--- src/hw/rtl/adtf_pkg.sv ---
// ----------------------------------------------------------------------------
// adtf_pkg
// shared widths, register indexes and field types of the depth filter
// ----------------------------------------------------------------------------
package adtf_pkg;
   localparam int FRAME_PIXELS = 524288;
   localparam int DEPTH_BITS = 13;
   localparam int AVG_BITS = DEPTH_BITS + 8;
   localparam int VAR_BITS = 2 * DEPTH_BITS + 8;
   localparam int IDX_BITS = 19;
   localparam int ADDR_BITS = $clog2(FRAME_PIXELS);
   localparam int GAIN_BITS = 17;
   localparam int CSR_IDX_BITS = 2;
   localparam int SQRT_ITERS = AVG_BITS;

   localparam logic [GAIN_BITS-1:0] GAIN_ONE = GAIN_BITS'(65536);
   localparam logic [GAIN_BITS-1:0] ALPHA_BIAS = GAIN_BITS'(655);

   // csr register indexes
   localparam logic [CSR_IDX_BITS-1:0] CSR_FAST_GAIN = 2'd0;
   localparam logic [CSR_IDX_BITS-1:0] CSR_SLOW_GAIN = 2'd1;
   localparam logic [CSR_IDX_BITS-1:0] CSR_MIN_DEPTH = 2'd2;
   localparam logic [CSR_IDX_BITS-1:0] CSR_MAX_DEPTH = 2'd3;

   typedef struct packed {
      logic [IDX_BITS-1:0]   pixel_index;
      logic [DEPTH_BITS-1:0] depth_in;
      logic                  first_frame;
   } req_type;

   typedef struct packed {
      logic                  valid_mask;
      logic [AVG_BITS-1:0]   filtered_depth;
      logic [AVG_BITS-1:0]   fast_average;
      logic [AVG_BITS-1:0]   slow_average;
      logic [VAR_BITS-1:0]   fast_variance;
      logic [VAR_BITS-1:0]   slow_variance;
      logic [AVG_BITS-1:0]   fast_std;
      logic [AVG_BITS-1:0]   slow_std;
      logic [GAIN_BITS-1:0]  blend_alpha;
   } rsp_type;

   // one pixel's stored state
   typedef struct packed {
      logic [AVG_BITS-1:0] fa;
      logic [AVG_BITS-1:0] sa;
      logic [AVG_BITS-1:0] fl;
      logic [VAR_BITS-1:0] fv;
      logic [VAR_BITS-1:0] sv;
   } entry_type;

   // write back request to the pixel store
   typedef struct packed {
      logic                 en;
      logic [ADDR_BITS-1:0] addr;
      entry_type            data;
   } wr_type;

   typedef struct packed {
      logic [GAIN_BITS-1:0]  fast_gain;
      logic [GAIN_BITS-1:0]  slow_gain;
      logic [DEPTH_BITS-1:0] min_depth;
      logic [DEPTH_BITS-1:0] max_depth;
   } cfg_type;

   // exponential blend, 34 bit values, gain saturated to one
   function automatic logic [VAR_BITS-1:0] blend_term(
      input logic [VAR_BITS-1:0] old, input logic [VAR_BITS-1:0] x,
      input logic [GAIN_BITS-1:0] g);
      logic [GAIN_BITS-1:0] gs;
      logic [VAR_BITS+GAIN_BITS:0] acc;
      gs = (g > GAIN_ONE) ? GAIN_ONE : g;
      acc = (VAR_BITS+GAIN_BITS+1)'(old) * (VAR_BITS+GAIN_BITS+1)'(GAIN_ONE - gs)
          + (VAR_BITS+GAIN_BITS+1)'(x) * (VAR_BITS+GAIN_BITS+1)'(gs)
          + (VAR_BITS+GAIN_BITS+1)'(32768);
      return acc[VAR_BITS+15:16];
   endfunction
endpackage

--- src/hw/rtl/adtf_sqrt.sv ---
// ----------------------------------------------------------------------------
// adtf_sqrt
// pipelined integer square root, one result bit per stage
// ----------------------------------------------------------------------------
module adtf_sqrt
   import adtf_pkg::*;
(
   input  logic                clock,
   input  logic                en,
   input  logic [VAR_BITS-1:0] var_in,
   output logic [AVG_BITS-1:0] root
);
   localparam int RAD_BITS = VAR_BITS + 8;
   localparam int REM_BITS = AVG_BITS + 2;

   logic [RAD_BITS-1:0] rad_ff [1:SQRT_ITERS];
   logic [REM_BITS-1:0] rem_ff [1:SQRT_ITERS];
   logic [AVG_BITS-1:0] res_ff [1:SQRT_ITERS];

   // digit recurrence stages, two radicand bits each
   for (genvar i = 0; i < SQRT_ITERS; i++) begin : g_stage
      logic [RAD_BITS-1:0] rad_cur;
      logic [REM_BITS-1:0] rem_cur;
      logic [AVG_BITS-1:0] res_cur;
      logic [REM_BITS-1:0] cur_in;
      logic [REM_BITS-1:0] trial_in;
      // stage input: the radicand itself or the previous stage
      if (i == 0) begin : g_head
         assign rad_cur = {var_in, 8'd0};
         assign rem_cur = '0;
         assign res_cur = '0;
      end else begin : g_tail
         assign rad_cur = rad_ff[i];
         assign rem_cur = rem_ff[i];
         assign res_cur = res_ff[i];
      end
      always_comb begin
         cur_in = {rem_cur[REM_BITS-3:0], rad_cur[RAD_BITS-1 -: 2]};
         trial_in = {res_cur, 2'b01};
      end
      always_ff @(posedge clock) begin
         if (en) begin
            rad_ff[i+1] <= {rad_cur[RAD_BITS-3:0], 2'b00};
            if (cur_in >= trial_in) begin
               rem_ff[i+1] <= cur_in - trial_in;
               res_ff[i+1] <= {res_cur[AVG_BITS-2:0], 1'b1};
            end else begin
               rem_ff[i+1] <= cur_in;
               res_ff[i+1] <= {res_cur[AVG_BITS-2:0], 1'b0};
            end
         end
      end
   end

   assign root = res_ff[SQRT_ITERS];
endmodule

--- config.mk ---
export PLATFORM = sky130hd
export DESIGN_NAME = adtf_sqrt
export DESIGN_NICKNAME = d
export VERILOG_FILES = /design/src/hw/rtl/adtf_pkg.sv /design/src/hw/rtl/adtf_sqrt.sv
export SDC_FILE = /design/constraint.sdc
export NUM_CORES = 1
export LEC_CHECK = 0
export ABC_AREA = 1
export BUFFER_PORTS_ARGS = -buffer_cell sky130_fd_sc_hd__buf_4
export CAP_MARGIN = 20
export CORE_UTILIZATION = 40
export DETAILED_ROUTE_END_ITERATION = 8
export PLACE_DENSITY = 0.59
export SETUP_SLACK_MARGIN = 0.4
export SYNTH_ARGS = -nofsm -noshare
export SYNTH_HDL_FRONTEND = slang
export SYNTH_SLANG_ARGS = --single-unit
--- constraint.sdc ---
create_clock -name clock -period 3.31 [get_ports clock]
set_input_delay 0.4965 -clock clock [delete_from_list [all_inputs] [get_ports clock]]
set_output_delay 0.4965 -clock clock [all_outputs]
set_load 0.02 [all_outputs]
==> results.cfg, run 1 <==
[run_status]
status = finished, final reports clean

[cts]
clock_sinks = 894
cts_resized = 0
path_clk_slew_ps = 60
cts_inserted_buffers = 99
htree_levels = 3
cts_tree = built
clock_latency_ps = 710
clockBufferDepth = 3
cts-root-buf = clkbuf_16

[grt]
antenna_found_initial = 0
grt_overflow_total = 0
grt_max_degree = 138
grt_pass1_vias = 35300
grt_use_total_pct = 18.8
grt_pass1_wl_microns = 191000

[logic_synthesis]
syn_inst = 5845
yosysTopAreaCellShare_pct = 52.9
avgSynthCellArea_sq_um = 8.68
synthDistinctLibCells = 52
ys_top_cells_by_area = edfxtp_1, nand2_1, inv_1, ha_1, nand3_1
ys_seq_area_share_pct = 52.9
ys_ff_latch = 894
yosys.area.top_type = edfxtp_1
synth_edf_count = 894
netlist_area_sq_mm = 0.0507
synth_ff_type = edfxtp_1
async_flop_share_pct = 0
synthesis.nets = 6131
yosys_warnings = 0

[min_path]
hp-class = in2reg
holdPathStages = 2
hold_end = rem_ff[0][23]
worstHoldStart = var_in[32]

[critical_path]
worstPathRequired_ps = 3830
crit_fanout = 20
worst_ep_arrival_time_ps = 3230
slowest_stage = edfxtp_1
max_stage_delay_ps = 430
rr_startpoint = rem_ff[0][350]
crit_family = simple AND/OR/NAND/NOR gates
critPathCaptureType = register
cp-start-kind = register
r2r_end = rem_ff[0][380]
crit_path_frequent_cell = nand3_1
critPathBufInv = 0
critical_path_class = reg2reg
r2r_cells = 9
cp_cell_sequence = ha_1 > nand2_1 > nor2_1 > nand3_1 > nand3_1 > nand3_2 > nand2_4 > nand3_1 > nand2_1
r2r_slack_ps = 600

[layout]
layout.cells.non_filler = 7721
n_fill_cell = 12200
num_antenna_cells = 0
nets = 6275
drive_above_1_share_pct = 5.60
area_growth_pct = 12.0

[sta]
clock-skew-final_ps = 37.1
max_clock_freq_mhz = 369
setup_ws_ps = 601
final-setup-viol-count = 0
maxSlewViolCount = 0
fin_crit_sh_pct = 81.8
post-route-min-period_ps = 2710
hold_viol = 0
rsz0062_at_grt = false
tns_ps = 0
worst_slew_pin_slew_ps = 975
slew_headroom_pct = 35.0

[routing]
dr.pass1.iters = 6
avgRoutedWirePerCell_microns = 15.6
via_per_inst = 4.85
drt_iter0_drc = 2682
postRouteAntennaNets = 0
drc = 0
wl_microns = 120000
vias = 37400

[placed_design]
pre_cts_slack_ps = 468
gp_congestion = 0.958
dp_hpwl_microns = 91500
placedCellCount = 7506
port_buffers = 56

[floorplan]
dieArea_sq_mm = 0.128
std_cell_rows = 130
coreArea_sq_mm = 0.126
start_util_pct = 40.3
fp.dieW_microns = 358
die_y_microns = 358
num_io_pins = 57

[power]
irDropWorstVdd_v = 0.000386
leakage_nw = 26.0
powerDensity_mw_per_mm2 = 584

[job]
max_cap_viol_count = 0
how the worst max path moves through the flow:
| stage | startpoint | to | slack (ps) | cells past startpoint |
|---|---|---|---|---|
| after global placement | en | rem_ff[0][329] | 450 | 9 |
| after global routing | res_ff[0][252] | rem_ff[0][311] | 440 | 10 |
| after CTS | rem_ff[0][350] | rem_ff[0][375] | 610 | 10 |
| final | rem_ff[0][350] | rem_ff[0][380] | 600 | 9 |
| after detailed placement | en | rem_ff[0][329] | 470 | 9 |
| after floorplan | en | rem_ff[0][368] | 980 | 3 |
per-stage QoR:
| stage | hold WS (ps) | util [%] | instance area, sq um | power (W) |
|---|---|---|---|---|
| 2_1_floorplan | 400 | - | 50700 | 0.0196 |
| 3_3_place_gp | 401 | 42.2 | 53000 | 0.0215 |
| 3_5_place_dp | 405 | 42.2 | 53000 | 0.0216 |
| 4_1_cts | 36.7 | 45.2 | 56800 | 0.0336 |
| 5_1_grt | 83.3 | 45.2 | 56800 | 0.0350 |
| 6_report | 111 | 45.2 | 56800 | 0.0332 |
where the power goes:
part           leakage [nW]  switching [W]  internal, W
Clock                  1.67        0.00464      0.00710
Sequential             8.52       0.000837       0.0140
Combinational          15.8        0.00436      0.00223
kinds of logic after synthesis:
family / Yosys count / synth area share [%]
flops: 894 / 52.9
simple gates: 3136 / 26.1
compound gates: 342 / 3.58
buf+inv: 1051 / 8.19
xor+xnor: 172 / 2.97
fa+ha+maj: 250 / 6.21
what timing repair did:
action | 4_1_cts | 5_1_grt
buffers inserted | 0 | 0
endpoints found under the hold margin | 32 | 0
hold buffers | 32 | 0
registers in the layout, summed over array words and instances, names as in the netlist:
register / cells
res_ff: 231
rem_ff: 391
rad_ff: 272
final cells by class:
type	count	area (sq um)	area share [%]
well taps	1650	2060	3.63
flip-flops and latches	894	26800	47.2
clock inverters	72	941	1.66
clock buffers	111	2560	4.51
repair buffers	113	998	1.76
multi-input cells	3900	19700	34.7
inverters	981	3690	6.49
cell usage after synthesis, drive strengths merged (57+ instances only):
library cell and instances:
edfxtp 894, a21oi 180, nand2 1901, nand4 92, o21ai 139, ha 247, nor3 91, xor2 119
nand3 417, nor2 535, nand3b 57, inv 981
cells in the final DEF (no fill, tap or decap), types with 6 or more instances in the layout:
cell type and count:
clkbuf_1 10, nor3_1 85, clkbuf_16 101, o21ai_0 116, or2_2 14, nand4_1 90
o21bai_1 8, xnor2_1 53, nand3_2 11, inv_2 11, o21ai_2 6, nor2_1 512
xor2_1 119, a21oi_1 177, nor2_2 18, dlygate4sd3_1 32, and2_1 11, inv_1 968
clkinv_1 12, nand2_1 1885, edfxtp_1 894, ha_1 247, clkinvlp_4 14, clkinv_4 7
nand2_2 13, nand3b_1 57, buf_4 75, nand3_1 404, o21ai_1 17, clkinv_2 12
bufinv_16 19
metal layers:
layer  routed length [microns]  track usage (%)  share of wire (%)  vias to the layer above
met4                      3080             6.13                2.6                        0
met5                         0                0                  0                        -
met3                      5260             2.34                4.4                      176
met1                     56900             26.2                 47                    17200
met2                     55100             30.4                 46                      809
li1                          -                -                  -                    19300
(Power assumes the default switching activity.)
==> inputs of run 2 (changes only) <==
Clock period 3.31 ns to 2.7 ns, I/O delays scaled along.
==> run 2 against run 1 <==
Compared with the run above: clock power up 21%; register-to-register slack worse by 140 ps; flip-flop and latch count is the same; worst hold slack worse by 20 ps; sequential power up 24%; critical path depth is 5 higher; fmax is 21% higher; global-route usage is 0.74 points higher; largest power group unchanged.
==> results.cfg, run 2 (synthesized netlist as in run 1, its figures left out) <==
[critical_path]
r2r_cells = 14
rr_startpoint = res_ff[0][263]
crit_fanout = 7
critPathCaptureType = register
cp_cell_sequence = inv_2 > ha_4 > inv_2 > nor2_2 > nand2_2 > inv_1 > nand2_2 > nand2_2 > a21oi_4 > buf_4 > buf_6 > clkbuf_16 > nand3b_1 > o21ai_0
r2r_end = rem_ff[0][314]
crit_path_frequent_cell = nand2_2
critPathBufInv = 6
worst_ep_arrival_time_ps = 2680
crit_family = buffers and inverters
slowest_stage = edfxtp_1
crit_cells = 14
r2r_slack_ps = 460
critical_path_class = reg2reg
worstPathRequired_ps = 3140
cp-start-kind = register
max_stage_delay_ps = 430

[floorplan]
num_io_pins = 57
die_y_microns = 358
dieArea_sq_mm = 0.128
fp.dieW_microns = 358
start_util_pct = 40.3
coreArea_sq_mm = 0.126
std_cell_rows = 130

[cts]
htree_levels = 3
cts_inserted_buffers = 100
clock_sinks = 894
cts_tree = built
cts-root-buf = clkbuf_16
clock_latency_ps = 720
clockBufferDepth = 3
path_clk_slew_ps = 60

[sta]
post-route-min-period_ps = 2240
worst_slew_pin_slew_ps = 986
hold_viol = 0
max_clock_freq_mhz = 447
tns_ps = 0
rsz0062_at_grt = true
fin_crit_sh_pct = 82.8
maxSlewViolCount = 0
final-setup-viol-count = 0
slew_headroom_pct = 34.3
whs_ps = 91.5
clock-skew-final_ps = 28.2

[routing]
drc = 0
dr.pass1.iters = 6
avgRoutedWirePerCell_microns = 16.3
postRouteAntennaNets = 0
drt_iter0_drc = 2842
via_per_inst = 4.90
wl_microns = 128000
vias = 38500

[min_path]
hold_end = rem_ff[0][271]
holdPathStages = 1
worstHoldStart = en
hp-class = in2reg

[grt]
grt_pass1_vias = 36200
grt_use_total_pct = 19.5
antenna_found_initial = 1
grt_max_degree = 111
grt_pass1_wl_microns = 198000
grt_overflow_total = 0

[layout]
drive_above_1_share_pct = 11.6
area_growth_pct = 17.4
design_area_sq_mm = 0.0595
largest-register = rem_ff
num_antenna_cells = 0
largest_reg_flops = 391
n_fill_cell = 12100
mostFrequentLayoutCell = nand2_1
reg_top3 = rem_ff x391, rad_ff x272, res_ff x231
layout_common_cells = nand2_1, inv_1, edfxtp_1, nor2_1, nand3_1
nets = 6405

[power]
powerDensity_mw_per_mm2 = 696
irDropWorstVdd_v = 0.000529
p_total_w = 0.0414
leakage_nw = 26.7

[placed_design]
port_buffers = 56
placed_area_sq_mm = 0.0533
dp_hpwl_microns = 94600
gp_congestion = 0.915

[run_status]
status = finished, final reports clean

[job]
max_cap_viol_count = 0
## run 2: where the power goes
part | internal, W | switching (W) | total, W | leakage [nW]
combinational | 0.00332 | 0.00574 | 0.00906 | 16.5
sequential | 0.0172 | 0.00110 | 0.0183 | 8.52
clock | 0.00816 | 0.00597 | 0.0141 | 1.64
## run 2: repair_timing
action	4_1_cts	5_1_grt
buffers inserted	14	73
endpoints found under the hold margin	34	0
gates resized for setup	49	307
pin swaps	5	32
setup endpoints to repair	148	322
cloned	1	6
hold buffers	34	0
## run 2: final cells by class
type | instances | area (sq um) | area share, %
inverter | 981 | 3710 | 6.24
clock buffer | 114 | 2550 | 4.29
multi-input combinational | 3904 | 21400 | 36.0
clock inverter | 72 | 860 | 1.44
tap | 1650 | 2060 | 3.47
sequential | 894 | 26800 | 45.1
timing repair inverter | 1 | 7.51 | 0.0126
timing repair buffer | 237 | 2060 | 3.46
## run 2: layer usage
metal	track usage (%)	share of wire, %	wire (microns)
met4	6.03	2.5	3180
met5	0	0	0
met2	31.4	46	58300
met1	27.7	47	60500
met3	2.08	4.5	5750
## run 2: per-stage QoR
step	worst slack, ps	std cells	util (%)
6_report	463	7853	47.4
5_1_grt	357	7853	47.4
4_1_cts	392	7774	45.6
3_5_place_dp	148	7539	42.4
3_3_place_gp	139	7539	42.4
2_1_floorplan	459	5845	-
## run 2: worst max-delay path by stage
stage,from,endpoint,slack (ps)
floorplan,en,rem_ff[0][368],460
global placement,en,rem_ff[0][262],140
global route,rem_ff[0][306],rem_ff[0][336],360
detailed placement,en,rem_ff[0][262],150
finish,res_ff[0][263],rem_ff[0][314],460
CTS,res_ff[0][302],rem_ff[0][357],390
## run 2: worst reg2reg max path, stage by stage (launching register included)
cell and delay (ps):
edfxtp_1 430, inv_2 90, ha_4 300, inv_2 50
nor2_2 140, nand2_2 90, inv_1 70, nand2_2 80
nand2_2 110, a21oi_4 40, buf_4 160, buf_6 120
clkbuf_16 150, nand3b_1 70, o21ai_0 80
